`src/hw/rtl/hiap_pkg.sv`:
```
package hiap_pkg;

  // Table geometry.
  localparam int TABLE_SIZE  = 127;
  localparam int SLOT_W      = $clog2(TABLE_SIZE);
  localparam int STEP_W      = SLOT_W;

  // Word field widths.
  localparam int KEY_W       = 31;
  localparam int OUT_SLOT_W  = 7;
  localparam int OUT_PROBE_W = 7;
  localparam int CNT_W       = 16;

  // Reciprocal of the table size for the home slot computation. With a shift of
  // KEY_W the estimated quotient is at most one below the true quotient.
  localparam logic [KEY_W-1:0] RECIP = KEY_W'((64'd1 << KEY_W) / TABLE_SIZE);

  // Depth of the queue between the front and the back.
  localparam int QUEUE_DEPTH = 2;
  localparam int QPTR_W      = (QUEUE_DEPTH > 1) ? $clog2(QUEUE_DEPTH) : 1;
  localparam int QCNT_W      = $clog2(QUEUE_DEPTH + 1);

  // One classified key on its way to the back.
  typedef struct packed {
    logic [KEY_W-1:0]  key;
    logic [SLOT_W-1:0] home;
  } hiap_item_t;

endpackage

```
`src/hw/rtl/hiap_ifs.sv`:
```
interface hiap_in_if import hiap_pkg::*; ();
  logic             valid;
  logic             ready;
  logic [KEY_W-1:0] insert_key;

  modport source (output valid, output insert_key, input ready);
  modport sink   (input valid, input insert_key, output ready);
endinterface


```
`src/hw/rtl/hiap_front.sv`:
```
module hiap_front import hiap_pkg::*; (
  input  logic        clk,
  input  logic        rst_n,
  hiap_in_if.sink     in_word,
  output logic        push_valid,
  input  logic        push_ready,
  output hiap_item_t  push_item
);

  logic                 s1_v_r, s1_v_nxt;
  logic [KEY_W-1:0]     s1_key_r;
  logic [2*KEY_W-1:0]   s1_prod_r;
  logic                 accept;
  logic [KEY_W-1:0]     quot;
  logic [KEY_W-1:0]     quot_x_size;
  logic [KEY_W-1:0]     rem_est;
  logic [KEY_W-1:0]     rem_fix;

  assign in_word.ready = !s1_v_r || push_ready;
  assign accept        = in_word.valid && in_word.ready;

  always_comb begin
    s1_v_nxt = s1_v_r;
    if (accept) begin
      s1_v_nxt = 1'b1;
    end else if (push_ready) begin
      s1_v_nxt = 1'b0;
    end
  end

  always_ff @(posedge clk) begin
    if (!rst_n) begin
      s1_v_r <= 1'b0;
    end else begin
      s1_v_r <= s1_v_nxt;
    end
  end

  // The first stage registers the key times the reciprocal.
  always_ff @(posedge clk) begin
    if (accept) begin
      s1_key_r  <= in_word.insert_key;
      s1_prod_r <= (2*KEY_W)'(in_word.insert_key) * (2*KEY_W)'(RECIP);
    end
  end

  // The estimated quotient is exact or one short, so the remainder needs
  // at most one correcting subtract.
  assign quot        = s1_prod_r[2*KEY_W-1:KEY_W];
  assign quot_x_size = quot * KEY_W'(TABLE_SIZE);
  assign rem_est     = s1_key_r - quot_x_size;
  assign rem_fix     = (rem_est >= KEY_W'(TABLE_SIZE)) ? rem_est - KEY_W'(TABLE_SIZE)
                                                       : rem_est;

  assign push_valid     = s1_v_r;
  assign push_item.key  = s1_key_r;
  assign push_item.home = rem_fix[SLOT_W-1:0];

endmodule

```
`src/flat_wrapper.sv`:
```
// flat-port wrapper written by rule: the top's interface ports become plain ports
module hiap_front_flat import hiap_pkg::*;
  (clk, rst_n, push_valid, push_ready, push_item, in_word_valid, in_word_insert_key, in_word_ready);
  hiap_in_if in_word_i ();
  input  logic clk;
  input  logic rst_n;
  output logic push_valid;
  input  logic push_ready;
  output hiap_item_t push_item;
  input wire logic [$bits(in_word_i.valid)-1:0] in_word_valid;
  input wire logic [$bits(in_word_i.insert_key)-1:0] in_word_insert_key;
  output wire logic [$bits(in_word_i.ready)-1:0] in_word_ready;
  assign in_word_i.valid = in_word_valid;
  assign in_word_i.insert_key = in_word_insert_key;
  assign in_word_ready = in_word_i.ready;
  hiap_front u_core (.clk(clk), .rst_n(rst_n), .in_word(in_word_i), .push_valid(push_valid), .push_ready(push_ready), .push_item(push_item));
endmodule
```
`config.mk`:
```
export PLATFORM = sky130hd
export DESIGN_NAME = hiap_front_flat
export DESIGN_NICKNAME = d
export VERILOG_FILES = /design/src/hw/rtl/hiap_pkg.sv /design/src/hw/rtl/hiap_ifs.sv /design/src/hw/rtl/hiap_front.sv /design/src/flat_wrapper.sv
export SDC_FILE = /design/constraint.sdc
export NUM_CORES = 1
export LEC_CHECK = 0
export BUFFER_PORTS_ARGS = -buffer_cell sky130_fd_sc_hd__buf_2
export CORE_ASPECT_RATIO = 0.5
export CORE_MARGIN = 1.5
export CORE_UTILIZATION = 55
export CTS_CLUSTER_SIZE = 40
export DETAILED_ROUTE_END_ITERATION = 8
export HOLD_SLACK_MARGIN = 0.02
export PLACE_DENSITY = 0.85
export SLEW_MARGIN = 20
export SYNTH_ARGS = -nofsm -noshare
export SYNTH_HDL_FRONTEND = slang
export SYNTH_SLANG_ARGS = --single-unit
```
`constraint.sdc`:
```
create_clock -name clk -period 7.4 [get_ports clk]
set_input_delay 0.74 -clock clk [delete_from_list [all_inputs] [get_ports clk]]
set_output_delay 0.74 -clock clk [all_outputs]
set_load 0.02 [all_outputs]
```
==> results.md <==
- Outcome: finished clean
- Final Max Slew Viols: 0
- Finish-stage setup viols: 0
- CP Launch Type: flop
- CP max-delay cell: fa_1
- DPL Wire Length: 24.04 mm
- DR top layer: met4
- # clock sinks: 57
- Proportion of layout cells with a drive suffix above 1: 8.747%
- Worst path bufs/invs: 4
- Number of hold buffers added after CTS: 0
- Vias in the first global route: 8937
- CTS tree: built
- Cell variety after synth: just under 70
- CP required: approximately 6700 ps
- Post-Route Utilization: between 60% and 70%
- Crit-path most repeated cell: fa_1
- Site Rows: 37
- Chip Height: 105.0 um
- Crit path max-delay family: adder cells
- Met3 routed wirelength: about 1.5 mm
- Slew margin rel.: between 50% and 60%
- Syn_nets: between 1500 and 2000
- Main synth FF type: edfxtp_1
- Final Hold Viols: 0
- Number of fill cells: approximately 1600
- Final clock skew: approximately 4.4 ps
- Critical path class: flop to primary output
- Initial drt markers: 686
- Worst-case clock buffer depth: 2
- Area growth, synth to finish: 8.120%
- Met2 wire len: between 10 and 15 mm
- Metal1 wirelength: approximately 13 mm
- Number of port buffers: 74
- EDFF count, synth: between 50 and 60
- Gr usage total: 26.45%
- Routability cong.: 0.8991
- Overflow after GRT: 0
- Ant. Diodes: 0
- Register bit count reported by yosys: 57
- Nets@finish: between 1500 and 2000
- Residual DRC: 0
- Core area: approximately 20000 um^2
- Starting Density: a little under three fifths
- First-pass GRT wire length: around 45 mm
- Crit-path max FO: 8
- Post-Synthesis Cells: ~1200
- Area after DPL: 12080 um^2
- Number of antenna violations at the first check in global routing: 0
- Min Clock Period, post-route: just over 7000 ps
- Largest net degree at the start of global routing: 57
- Post-synth ARST share: 0%
- Drt pass-1 iters: 5
- H-tree depth: 3
- Crit path cell chain: fa_1, fa_1, inv_1, fa_1, inv_1, fa_1, inv_1, ha_1, nand2_1, o21ai_0, o211ai_1, a21o_1, a21boi_0, o21ai_0, o21ai_1, nand2_2, or4_1, o311ai_1, buf_2
- CP endpoint kind: primary output
- Setup TNS: 0 ps
- Die area: 21740 um^2
- Critical path's largest stage delay: around 630 ps
- Setup bufs post-CTS: 0
- # IOs: between 70 and 80
- Synth warn: 0
- Total CTS buffers: 9
- Fin area: around 12000 um^2
- Final ANT Viol Nets: 0
- Worst-Skew Late Latency: ~320 ps
- RSZ-0062 raised after global routing: false
- Detailed Route WL: approximately 28 mm
- Routed wire per std cell: about 18 um
- Worst-path clk slew: 50 ps
- Hold Path Class: flop to flop
- CTS Root Cell: clkbuf_16
- Worst slew pin tran: 692.6 ps
- Area of the mapped netlist: 11450 um^2
- Vias after detailed routing: approximately 8600
- Sequential cell area fraction in the yosys report: ~15%
- Data arrival, critical path: between 6000 and 7000 ps
- FMAX: about 0.14 GHz
- Die Wd: 207.0 um
- Vias per inst: ~5.6
- Max_cap viols: 0
- Crit share post-route: between 90% and 100%
- Average cell area after synthesis: 9.597 um^2
## Yosys cell counts, types with 7 or more instances
library cell / count / area share [%]
o21bai_1: 11 / 0.72
a21o_1: 38 / 2.5
o211ai_1: 10 / 0.66
fa_1: 147 / 26
xor2_1: 11 / 0.84
o21a_1: 8 / 0.52
o21ai_0: 33 / 1.4
nor3_1: 12 / 0.52
nand3_1: 22 / 0.96
nand4_1: 9 / 0.49
nor2b_1: 9 / 0.49
nand2_1: 54 / 1.8
buf_4: 7 / 0.46
edfxtp_1: 56 / 15
inv_1: 297 / 9.7
nand2b_1: 7 / 0.38
a21oi_1: 65 / 2.8
xnor2_1: 39 / 3.0
nor2_1: 46 / 1.5
ha_1: 217 / 24
## timing repair
| action | in CTS | in global routing |
|---|---|---|
| hold endpoints to repair | 0 | 0 |
| resized for setup | 0 | 6 |
| endpoints found under the setup margin | 0 | 7 |
## area by class of cell
type / count / area [um^2] / area share (%)
multi-input cells: 824 / 8563 / 69.17
clock inverters: 4 / 43.79 / 0.3537
inverters: 297 / 1115 / 9.005
flip-flops and latches: 57 / 1702 / 13.75
repair buffers: 75 / 377.9 / 3.052
clock buffers: 12 / 236.5 / 1.910
well taps: 273 / 341.6 / 2.759
## worst register-to-register path, stage by stage (launching register included)
cell and delay, ps:
dfxtp_1 310, nand2b_1 110, and2_2 150, buf_4 540
## path summary, 6_finish.rpt
path,from,end,slack (ps),depth (start not counted)
min reg2reg,u_core.push_valid,u_core.push_valid,560,2
min,u_core.push_valid,u_core.push_valid,560,2
max reg2reg,u_core.push_valid,u_core.s1_key_r[5],5890,3
max,u_core.s1_prod_r[31],push_item[5],280,19
## sequential cells by signal, summed over array words and instances, names as in the netlist
| name | cells |
|---|---|
| u_core.push_valid | 1 |
| u_core.s1_key_r | 31 |
| u_core.s1_prod_r | 25 |
## layer usage
metal,track usage [%],up-vias
met4,10.20,0
li1,-,4101
met2,44.55,293
met5,0,-
met1,35.34,4120
met3,2.795,62
## stage by stage
stage	setup WS, ps	cells	hold slack [ps]
6_report	277.4	1542	558.9
5_1_grt	2.416	1542	581.6
4_1_cts	57.91	1542	554.8
3_5_place_dp	425.8	1526	520.6
3_3_place_gp	631.8	1526	495.3
2_1_floorplan	1258	1193	749.6
## layout by cell type (no fill, tap or decap), types with 3 or more instances in the layout
cell,Yosys,layout
o211ai_1,10,10
o21bai_1,11,11
nor2_1,46,46
o21ai_0,33,31
a31oi_1,5,5
a21o_1,38,38
fa_1,147,147
inv_1,297,297
xnor2_1,39,39
o22ai_1,3,3
buf_2,3,74
o21a_1,8,8
a21oi_2,3,3
a221oi_1,3,3
a21oi_1,65,65
or4_1,3,3
clkbuf_16,0,9
nor3_1,12,12
edfxtp_1,56,56
or3_1,5,5
o31ai_1,4,4
xor2_1,11,11
nor2b_1,9,9
ha_1,217,217
a21boi_0,5,4
nor4_1,3,3
nand4_1,9,9
clkbuf_1,3,3
a211oi_1,5,5
o21ai_1,4,6
nand2b_1,7,7
nand3_1,22,22
nand2_1,54,53
## cell families after synthesis
logic type,count (synthesis),synth area share (%)
mux,4,0.3715
fa+ha+maj,364,49.42
simple gates,188,8.207
xor+xnor,50,3.825
compound gates,218,12.82
flops,57,14.86
buf+inv,312,10.50
Power is left out: the tool's default activity adds up to more than one toggle a clock period on the data nets, which glitch-free logic cannot reach.
