[src/hw/rtl/hiap_pkg.sv]
package hiap_pkg;

  // Table geometry.
  localparam int TABLE_SIZE  = 127;
  localparam int SLOT_W      = $clog2(TABLE_SIZE);
  localparam int STEP_W      = SLOT_W;

  // Word field widths.
  localparam int KEY_W       = 31;
  localparam int OUT_SLOT_W  = 7;
  localparam int OUT_PROBE_W = 7;
  localparam int CNT_W       = 16;

  // Reciprocal of the table size for the home slot computation. With a shift of
  // KEY_W the estimated quotient is at most one below the true quotient.
  localparam logic [KEY_W-1:0] RECIP = KEY_W'((64'd1 << KEY_W) / TABLE_SIZE);

  // Depth of the queue between the front and the back.
  localparam int QUEUE_DEPTH = 2;
  localparam int QPTR_W      = (QUEUE_DEPTH > 1) ? $clog2(QUEUE_DEPTH) : 1;
  localparam int QCNT_W      = $clog2(QUEUE_DEPTH + 1);

  // One classified key on its way to the back.
  typedef struct packed {
    logic [KEY_W-1:0]  key;
    logic [SLOT_W-1:0] home;
  } hiap_item_t;

endpackage

[src/hw/rtl/hiap_queue.sv]
module hiap_queue import hiap_pkg::*; (
  input  logic        clk,
  input  logic        rst_n,
  input  logic        push_valid,
  output logic        push_ready,
  input  hiap_item_t  push_item,
  output logic        pop_valid,
  input  logic        pop_ready,
  output hiap_item_t  pop_item
);

  hiap_item_t          slots_r [QUEUE_DEPTH];
  logic [QPTR_W-1:0]   wr_ptr_r, wr_ptr_nxt;
  logic [QPTR_W-1:0]   rd_ptr_r, rd_ptr_nxt;
  logic [QCNT_W-1:0]   count_r, count_nxt;
  logic                do_push, do_pop;

  assign push_ready = (count_r != QCNT_W'(QUEUE_DEPTH));
  assign pop_valid  = (count_r != '0);
  assign pop_item   = slots_r[rd_ptr_r];
  assign do_push    = push_valid && push_ready;
  assign do_pop     = pop_valid && pop_ready;

  always_comb begin
    wr_ptr_nxt = wr_ptr_r;
    rd_ptr_nxt = rd_ptr_r;
    count_nxt  = count_r;
    if (do_push) begin
      wr_ptr_nxt = (wr_ptr_r == QPTR_W'(QUEUE_DEPTH - 1)) ? '0 : wr_ptr_r + 1'b1;
    end
    if (do_pop) begin
      rd_ptr_nxt = (rd_ptr_r == QPTR_W'(QUEUE_DEPTH - 1)) ? '0 : rd_ptr_r + 1'b1;
    end
    if (do_push && !do_pop) begin
      count_nxt = count_r + 1'b1;
    end else if (do_pop && !do_push) begin
      count_nxt = count_r - 1'b1;
    end
  end

  always_ff @(posedge clk) begin
    if (!rst_n) begin
      wr_ptr_r <= '0;
      rd_ptr_r <= '0;
      count_r  <= '0;
    end else begin
      wr_ptr_r <= wr_ptr_nxt;
      rd_ptr_r <= rd_ptr_nxt;
      count_r  <= count_nxt;
    end
  end

  always_ff @(posedge clk) begin
    if (do_push) begin
      slots_r[wr_ptr_r] <= push_item;
    end
  end

  a_count_bounded: assert property (@(posedge clk) disable iff (!rst_n)
    count_r <= QCNT_W'(QUEUE_DEPTH))
    else $error("queue fill count beyond depth");

endmodule

[config.mk]
export PLATFORM = sky130hd
export DESIGN_NAME = hiap_queue
export DESIGN_NICKNAME = d
export VERILOG_FILES = /design/src/hw/rtl/hiap_pkg.sv /design/src/hw/rtl/hiap_queue.sv
export SDC_FILE = /design/constraint.sdc
export NUM_CORES = 1
export LEC_CHECK = 0
export ABC_AREA = 1
export BUFFER_PORTS_ARGS = -buffer_cell sky130_fd_sc_hd__buf_4
export CORE_MARGIN = 2
export CORE_UTILIZATION = 50
export CTS_CLUSTER_DIAMETER = 120
export CTS_CLUSTER_SIZE = 30
export DETAILED_ROUTE_END_ITERATION = 7
export GPL_ROUTABILITY_DRIVEN = 0
export MAX_ROUTING_LAYER = met4
export PLACE_DENSITY_LB_ADDON = 0.2
export SYNTH_ARGS = -nofsm -noshare
export SYNTH_HDL_FRONTEND = slang
export SYNTH_SLANG_ARGS = --single-unit
[constraint.sdc]
create_clock -name clk -period 3.1 [get_ports clk]
set_input_delay 0.31 -clock clk [delete_from_list [all_inputs] [get_ports clk]]
set_output_delay 0.31 -clock clk [all_outputs]
set_load 0.02 [all_outputs]
==> results of run 1 <==
power breakdown:
group          internal, W  leakage [nW]  switching, W  total, W
clock network     0.000372        0.0876      0.000327  0.000700
registers          0.00138         0.751     0.0000901   0.00147
logic             0.000459         0.709      0.000469  0.000927
total              0.00222          1.55      0.000886   0.00310
flip-flops by register name (all words and copies together), names as in the netlist, named ones only:
name      count
wr_ptr_r      1
slots_r      76
count_r       2
rd_ptr_r      1
per-stage QoR:
stage	utilization	worst slack, ps	total power (W)	hold slack (ps)
6_report	0.668	857	0.00310	154
2_1_floorplan	-	337	0.00209	409
4_1_cts	0.668	785	0.00315	131
3_5_place_dp	0.637	1150	0.00245	497
3_3_place_gp	0.637	1180	0.00243	479
5_1_grt	0.668	738	0.00326	132
cells by family after synthesis:
group,count (synthesis)
fa+ha+maj,1
simple gates,19
compound gates,4
mux,38
flops,81
buf+inv,12
per-layer routing:
| metal | vias to the layer above | wire length, um |
|---|---|---|
| met5 | - | 0 |
| met4 | 0 | 109 |
| met3 | 11 | 288 |
| met2 | 50 | 2550 |
| met1 | 768 | 1730 |
| li1 | 764 | - |
synthesized netlist by cell type:
master,instances
o21a_1,1
mux2_2,18
nand4_1,1
o21ai_0,2
nor2_1,8
edfxtp_1,76
buf_2,1
nand3_1,1
ha_1,1
inv_1,8
a21oi_1,1
dfxtp_1,5
buf_6,3
nand2_1,9
mux2_4,20
cells in the final DEF, fill, tap and decap left out:
cell / n
nand3_1: 1
o21a_1: 1
nor2_1: 6
inv_1: 8
clkinv_2: 1
dfxtp_1: 4
bufinv_16: 1
nand4_1: 1
clkbuf_1: 4
mux2_2: 18
dfxtp_2: 1
clkinvlp_4: 1
o21ai_0: 2
buf_4: 85
a21oi_1: 1
edfxtp_1: 76
ha_1: 1
nor2_4: 2
mux2_4: 20
clkbuf_8: 9
nand2_1: 9
worst max path at each step:
stage / endpoint / cells past startpoint / slack [ps] / from
2_1_floorplan: slots_r[0][0] / 4 / 340 / count_r[0]
3_3_place_gp: pop_item[4] / 3 / 1180 / flop
3_5_place_dp: pop_item[20] / 3 / 1150 / flop
4_1_cts: pop_item[20] / 3 / 780 / flop
5_1_grt: pop_item[20] / 3 / 740 / flop
6_report: pop_item[20] / 3 / 860 / flop
worst max-delay path: cells and delay by family (launching register included):
kind	cells	cell delay [ps]
DFF	1	840
buffers and inverters	2	460
muxes	1	310
cell type report:
type,instances,share of cell area
inverter,8,0.00759
tap,75,0.0237
timing repair buffer,85,0.161
clock buffer,13,0.0351
sequential,81,0.603
multi-input combinational,62,0.159
clock inverter,3,0.0108
==> impl_results.html, run 1 <==
<table>
<tr><th>Metric</th><th>Value</th></tr>
<tr><th colspan="2">Status</th></tr>
<tr><td>Run status</td><td>completed</td></tr>
<tr><th colspan="2">Power</th></tr>
<tr><td>Areal power density over the cells</td><td>784 mW/mm2</td></tr>
<tr><td>Maximum resistive drop on vdd</td><td>0.538 mV</td></tr>
<tr><td>Pleak</td><td>1.55 nW</td></tr>
<tr><th colspan="2">Timing</th></tr>
<tr><td>Summed negative setup slack over all endpoints</td><td>0 ps</td></tr>
<tr><td>Worst slew margin relative to its limit</td><td>0.485</td></tr>
<tr><td>Number of failing setup endpoints in the final timing report</td><td>0</td></tr>
<tr><td>Minimum period implied by the final worst setup slack</td><td>2240 ps</td></tr>
<tr><td>Worst setup skew after layout</td><td>9.92 ps</td></tr>
<tr><td>Final worst path period share</td><td>0.724</td></tr>
<tr><td>Worst Tran Pin Value</td><td>772 ps</td></tr>
<tr><td>Unrepaired setup endpoints after global routing</td><td>no</td></tr>
<tr><td>Peak Freq</td><td>446 MHz</td></tr>
<tr><td>Final number of max-transition violations</td><td>0</td></tr>
<tr><td>Number of failing hold endpoints at the final stage</td><td>0</td></tr>
<tr><th colspan="2">Setup path</th></tr>
<tr><td>Peak fanout along the critical path</td><td>29</td></tr>
<tr><td>Library cell appearing most often on the critical path</td><td>buf_4</td></tr>
<tr><td>Reg2Reg Depth</td><td>5</td></tr>
<tr><td>Critical Path Start Type</td><td>flop</td></tr>
<tr><td>Highest cell delay on the worst timing path</td><td>840 ps</td></tr>
<tr><td>Cell-by-cell trace of the critical path</td><td>buf_4, mux2_4, buf_4</td></tr>
<tr><td>CP Class</td><td>flop to output port</td></tr>
<tr><td>Launch instance of the worst register-to-register path</td><td>count_r[0]</td></tr>
<tr><td>Arrival @ worst endpoint</td><td>1930 ps</td></tr>
<tr><td>Setup slack on the worst flop-to-flop path</td><td>1250 ps</td></tr>
<tr><td>Worst setup EP type</td><td>output port</td></tr>
<tr><td>Crit path required time</td><td>2790 ps</td></tr>
<tr><td>Critical-path top delay cell</td><td>dfxtp_2</td></tr>
<tr><td>Critical register-to-register path endpoint</td><td>slots_r[0][10]</td></tr>
<tr><th colspan="2">GRT</th></tr>
<tr><td>Initial antenna violation count</td><td>0</td></tr>
<tr><td>Total global-route track usage</td><td>0.153</td></tr>
<tr><td>Met2 routing resource usage after global routing</td><td>0.256</td></tr>
<tr><td>Wire length of the first global-routing pass</td><td>7130 um</td></tr>
<tr><td>GRT busiest layer</td><td>met2</td></tr>
<tr><td>M3 GR Usage</td><td>0.0391</td></tr>
<tr><td>Largest net degree at the start of global routing</td><td>39</td></tr>
<tr><td>Via count of the first global-routing pass</td><td>1614</td></tr>
<tr><td>Met1 layer usage reported by global route</td><td>0.160</td></tr>
<tr><td>Total grt overflow</td><td>0</td></tr>
<tr><th colspan="2">Logic synthesis</th></tr>
<tr><td>Area share of fa/ha/maj cells after synthesis</td><td>0.00408</td></tr>
<tr><td>Library cell with the largest summed area after synthesis</td><td>edfxtp_1</td></tr>
<tr><td>Mean instance size in the synthesized netlist</td><td>19.8 um2</td></tr>
<tr><td>Post-synthesis mux area share</td><td>0.164</td></tr>
<tr><td>Synthesized Nets</td><td>198</td></tr>
<tr><td>Post-synthesis cell count</td><td>155</td></tr>
<tr><td>Number of distinct library cells after synthesis</td><td>15</td></tr>
<tr><td>Largest family of logic cells by synthesized area</td><td>multiplexers</td></tr>
<tr><td>#FFs+latches synth</td><td>81</td></tr>
<tr><td>Top-area cell type share of the netlist area</td><td>0.745</td></tr>
<tr><td>Share of the synthesized netlist area taken by xor and xnor gates</td><td>0</td></tr>
<tr><td>Synth Area in Compound Gates</td><td>0.00735</td></tr>
<tr><td>Biggest area contributors in the synthesized netlist</td><td>edfxtp_1 74%, mux2_4 9.8%, mux2_2 6.6%</td></tr>
<tr><td>Cell area after technology mapping</td><td>0.00306 mm2</td></tr>
<tr><td>Sequential share of the synthesized area</td><td>0.777</td></tr>
<tr><td>Area fraction in and, or, nand and nor cells after synthesis</td><td>0.0245</td></tr>
<tr><td>Synthesis Warnings</td><td>0</td></tr>
<tr><th colspan="2">Die</th></tr>
<tr><td>Starting Density</td><td>0.518</td></tr>
<tr><td>Die X-Extent</td><td>82.3 um</td></tr>
<tr><td>Full die area</td><td>0.00677 mm2</td></tr>
<tr><td>Die Y-Extent</td><td>82.3 um</td></tr>
<tr><td>CORE AREA</td><td>0.00592 mm2</td></tr>
<tr><td>Cell Rows</td><td>28</td></tr>
<tr><td>IO Pins</td><td>82</td></tr>
<tr><th colspan="2">Min path</th></tr>
<tr><td>Worst hold endpoint</td><td>slots_r[1][16]</td></tr>
<tr><td>Hold WC Path Type</td><td>input pin to flop</td></tr>
<tr><td>Number of cells on the worst hold path</td><td>1</td></tr>
<tr><td>Start point of the worst min-delay path</td><td>push_item[16]</td></tr>
<tr><th colspan="2">Placement</th></tr>
<tr><td>Inst Count DP</td><td>311</td></tr>
<tr><td>Port bufs</td><td>81</td></tr>
<tr><td>DP Area</td><td>0.00377 mm2</td></tr>
<tr><td>Dpl hpwl</td><td>3170 um</td></tr>
<tr><th colspan="2">Final layout</th></tr>
<tr><td>Area used by multi-input combinational logic</td><td>628 um2</td></tr>
<tr><td>Post-layout nets</td><td>290</td></tr>
<tr><td>Final instance area</td><td>0.00396 mm2</td></tr>
<tr><td>Sequential cell area in the final layout</td><td>0.00238 mm2</td></tr>
<tr><td>Number of diodes</td><td>0</td></tr>
<tr><td>Layout overhead on the synthesized area</td><td>29.1%</td></tr>
<tr><td>Fillcell total</td><td>431</td></tr>
<tr><td>Proportion of layout cells with a drive suffix above 1</td><td>0.548</td></tr>
<tr><td>Non-filler instance count after layout</td><td>327</td></tr>
<tr><th colspan="2">Detailed routing</th></tr>
<tr><td>First-pass iteration count of the detailed router</td><td>5</td></tr>
<tr><td>Drc violations</td><td>0</td></tr>
<tr><td>Post-Route WL</td><td>4680 um</td></tr>
<tr><td>Routed Antenna Nets</td><td>0</td></tr>
<tr><td>Vias/cell</td><td>4.87</td></tr>
<tr><td>Via count</td><td>1593</td></tr>
<tr><td>Initial drt markers</td><td>83</td></tr>
<tr><td>Post-detailed-route wirelength per cell</td><td>14.3 um</td></tr>
<tr><th colspan="2">Clocking</th></tr>
<tr><td>Count of hold-fix buffers inserted at cts</td><td>0</td></tr>
<tr><td>Clk_lat worst skew</td><td>330 ps</td></tr>
<tr><td>H-Tree Level Count</td><td>3</td></tr>
<tr><td>TritonCTS buffer count</td><td>9</td></tr>
<tr><td>Post-CTS repair timing setup buffer count</td><td>0</td></tr>
<tr><td>Maximum root-to-sink buffer count</td><td>2</td></tr>
<tr><td>Clock tree from TritonCTS</td><td>yes</td></tr>
<tr><td>Clock slew at reported path FFs</td><td>80 ps</td></tr>
<tr><td>Number of instances resized during post-cts repair</td><td>0</td></tr>
<tr><td>Clock tree root buffer cell</td><td>clkbuf_8</td></tr>
<tr><td>Number of sinks on the clock net</td><td>81</td></tr>
<tr><th colspan="2">Job</th></tr>
<tr><td>Number of max-cap violations</td><td>0</td></tr>
</table>
Power figures use the tool's default switching activity.
==> inputs of run 2 (changes only) <==
clock period = 2.3 ns   (was 3.1 ns; I/O delays follow)
==> run 2 against run 1 <==
  * Final area up 0.47%
  * Combinational power up 42%
  * Critical path depth unchanged
  * Worst hold slack worse by 85 ps
  * Die area unchanged
  * Sequential power up 31%
  * Largest cell class unchanged
  * Highest routed layer unchanged
==> impl_results.html, run 2 (synthesis results as in run 1) <==
<table>
<tr><th>Metric</th><th>Value</th></tr>
<tr><th colspan="2">Final layout</th></tr>
<tr><td>Flip-flop count of the largest register, all copies and words added</td><td>76</td></tr>
<tr><td>Biggest regs</td><td>slots_r: 76 flops, count_r: 2 flops</td></tr>
<tr><td>Post-layout nets</td><td>289</td></tr>
<tr><td>Proportion of layout cells with a drive suffix above 1</td><td>0.558</td></tr>
<tr><td>Post-route core utilization</td><td>0.671</td></tr>
<tr><td>Number of diodes</td><td>0</td></tr>
<tr><td>Layout overhead on the synthesized area</td><td>29.7%</td></tr>
<tr><td>Fillcell total</td><td>430</td></tr>
<tr><td>Reg with most FFs</td><td>slots_r</td></tr>
<tr><td>Most common cell after layout, fill and taps aside</td><td>buf_4</td></tr>
<tr><td>Most frequent cells in the layout</td><td>83 x buf_4, 76 x edfxtp_1, 20 x mux2_4</td></tr>
<tr><th colspan="2">Power</th></tr>
<tr><td>Internal power component</td><td>0.00299 W</td></tr>
<tr><td>Sw Ratio</td><td>0.293</td></tr>
<tr><td>Pleak</td><td>1.55 nW</td></tr>
<tr><td>Areal power density over the cells</td><td>1060 mW/mm2</td></tr>
<tr><td>Sw Pwr</td><td>0.00124 W</td></tr>
<tr><td>Clock network fraction of design power</td><td>0.231</td></tr>
<tr><td>Sequential group share of total power</td><td>0.456</td></tr>
<tr><td>Maximum resistive drop on vdd</td><td>0.673 mV</td></tr>
<tr><td>Combinational cell fraction of total power</td><td>0.313</td></tr>
<tr><th colspan="2">Die</th></tr>
<tr><td>Full die area</td><td>0.00677 mm2</td></tr>
<tr><td>IO Pins</td><td>82</td></tr>
<tr><td>Die Y-Extent</td><td>82.3 um</td></tr>
<tr><td>CORE AREA</td><td>0.00592 mm2</td></tr>
<tr><td>Cell Rows</td><td>28</td></tr>
<tr><td>Die X-Extent</td><td>82.3 um</td></tr>
<tr><td>Starting Density</td><td>0.518</td></tr>
<tr><th colspan="2">Clocking</th></tr>
<tr><td>Post-CTS repair timing setup buffer count</td><td>0</td></tr>
<tr><td>Number of sinks on the clock net</td><td>81</td></tr>
<tr><td>H-Tree Level Count</td><td>3</td></tr>
<tr><td>Maximum root-to-sink buffer count</td><td>2</td></tr>
<tr><td>Clock slew at reported path FFs</td><td>80 ps</td></tr>
<tr><td>Number of instances resized during post-cts repair</td><td>0</td></tr>
<tr><td>Clock tree from TritonCTS</td><td>yes</td></tr>
<tr><td>Clock tree root buffer cell</td><td>clkbuf_8</td></tr>
<tr><td>TritonCTS buffer count</td><td>9</td></tr>
<tr><td>Count of hold-fix buffers inserted at cts</td><td>0</td></tr>
<tr><td>Clk_lat worst skew</td><td>340 ps</td></tr>
<tr><th colspan="2">Timing</th></tr>
<tr><td>Worst setup skew after layout</td><td>4.79 ps</td></tr>
<tr><td>Least setup slack across all paths after layout</td><td>565 ps</td></tr>
<tr><td>Minimum period implied by the final worst setup slack</td><td>1730 ps</td></tr>
<tr><td>Worst Tran Pin Value</td><td>509 ps</td></tr>
<tr><td>Number of failing hold endpoints at the final stage</td><td>0</td></tr>
<tr><td>Unrepaired setup endpoints after global routing</td><td>no</td></tr>
<tr><td>Worst slew margin relative to its limit</td><td>0.661</td></tr>
<tr><td>Peak Freq</td><td>576 MHz</td></tr>
<tr><td>Number of failing setup endpoints in the final timing report</td><td>0</td></tr>
<tr><td>Final number of max-transition violations</td><td>0</td></tr>
<tr><td>Final worst path period share</td><td>0.754</td></tr>
<tr><th colspan="2">Detailed routing</th></tr>
<tr><td>Routed Antenna Nets</td><td>0</td></tr>
<tr><td>Via count</td><td>1565</td></tr>
<tr><td>First-pass iteration count of the detailed router</td><td>4</td></tr>
<tr><td>Drc violations</td><td>0</td></tr>
<tr><td>Post-Route WL</td><td>4810 um</td></tr>
<tr><td>Vias/cell</td><td>4.80</td></tr>
<tr><td>Post-detailed-route wirelength per cell</td><td>14.8 um</td></tr>
<tr><td>Initial drt markers</td><td>73</td></tr>
<tr><th colspan="2">Setup path</th></tr>
<tr><td>Crit path required time</td><td>2070 ps</td></tr>
<tr><td>Critical Path Start Type</td><td>flop</td></tr>
<tr><td>Arrival @ worst endpoint</td><td>1500 ps</td></tr>
<tr><td>Worst setup EP type</td><td>output port</td></tr>
<tr><td>Critical-path top delay cell</td><td>mux2_2</td></tr>
<tr><td>Peak fanout along the critical path</td><td>38</td></tr>
<tr><td>CP Class</td><td>flop to output port</td></tr>
<tr><td>Highest cell delay on the worst timing path</td><td>400 ps</td></tr>
<tr><td>Cell-by-cell trace of the critical path</td><td>buf_12, mux2_2, buf_4</td></tr>
<tr><th colspan="2">Placement</th></tr>
<tr><td>Worst Setup Slack post-DPL</td><td>683 ps</td></tr>
<tr><td>Port bufs</td><td>81</td></tr>
<tr><td>Dpl hpwl</td><td>3130 um</td></tr>
<tr><th colspan="2">Min path</th></tr>
<tr><td>Hold WC Path Type</td><td>input pin to flop</td></tr>
<tr><th colspan="2">GRT</th></tr>
<tr><td>Total grt overflow</td><td>0</td></tr>
<tr><td>Largest net degree at the start of global routing</td><td>39</td></tr>
<tr><td>Total global-route track usage</td><td>0.159</td></tr>
<tr><td>Via count of the first global-routing pass</td><td>1591</td></tr>
<tr><td>Wire length of the first global-routing pass</td><td>7290 um</td></tr>
<tr><td>Initial antenna violation count</td><td>0</td></tr>
<tr><th colspan="2">Job</th></tr>
<tr><td>Number of max-cap violations</td><td>0</td></tr>
<tr><th colspan="2">Status</th></tr>
<tr><td>Run status</td><td>completed</td></tr>
</table>
run 2: changes by cell type in the layout (fill, tap and decap cells not counted):
cell        previous run  this run
clkinv_4               0         2
clkbuf_1               4         0
clkinvlp_4             1         2
clkinv_1               0         1
buf_12                 0         1
buf_4                 85        83
run 2: metal layers:
metal  global-route usage  vias to the layer above  share of wire
met3               0.0576                        7          0.067
met1                0.180                      742           0.38
li1                     -                      767              -
met4               0.0667                        0          0.011
met5                    -                        -              0
met2                0.256                       49           0.54
run 2: path summary, 6_finish.rpt:
kind                            cells past startpoint          start        endpoint  slack (ps)
worst max-delay path                                3           flop    pop_item[37]         570
worst min-delay path                                1  push_item[25]  slots_r[0][25]          70
worst max register to register                      5     count_r[0]   slots_r[1][8]         680
worst min register to register                      2       rd_ptr_r        rd_ptr_r         540
run 2: cell type report:
type                            instances  area (um2)  share of cell area
Clock buffer                            9         124              0.0312
Clock inverter                          7        71.3              0.0179
Inverter                                8        30.0             0.00756
Multi-Input combinational cell         62         628               0.158
Sequential cell                        81        2380               0.600
Tap cell                               75        93.8              0.0236
Timing Repair Buffer                   84         643               0.162
run 2: per-stage QoR:
| stage | std cells | total power, W | instance area, um2 | hold slack (ps) | TNS (ps) |
|---|---|---|---|---|---|
| after floorplan | 155 | 0.00281 | 3060 | 329 | -35190 |
| after global placement | 310 | 0.00328 | 3780 | 415 | 0 |
| after detailed placement | 310 | 0.00330 | 3780 | 417 | 0 |
| after CTS | 326 | 0.00428 | 3970 | 52.2 | 0 |
| after global routing | 326 | 0.00444 | 3970 | 47.2 | 0 |
| final | 326 | 0.00423 | 3970 | 69.5 | 0 |
run 2: power by group through the flow:
stage	Combinational [W]	Sequential, W	Clock, W
after floorplan	0.000865	0.00195	0
after global placement	0.00133	0.00195	0
after detailed placement	0.00134	0.00196	0
after CTS	0.00135	0.00193	0.00100
after global routing	0.00142	0.00195	0.00106
final	0.00132	0.00193	0.000976
run 2: worst max-delay path, delay by kind of cell (launching register included):
kind | cells | cell delay [ps]
flops | 1 | 340
mux | 1 | 400
buf+inv | 2 | 420
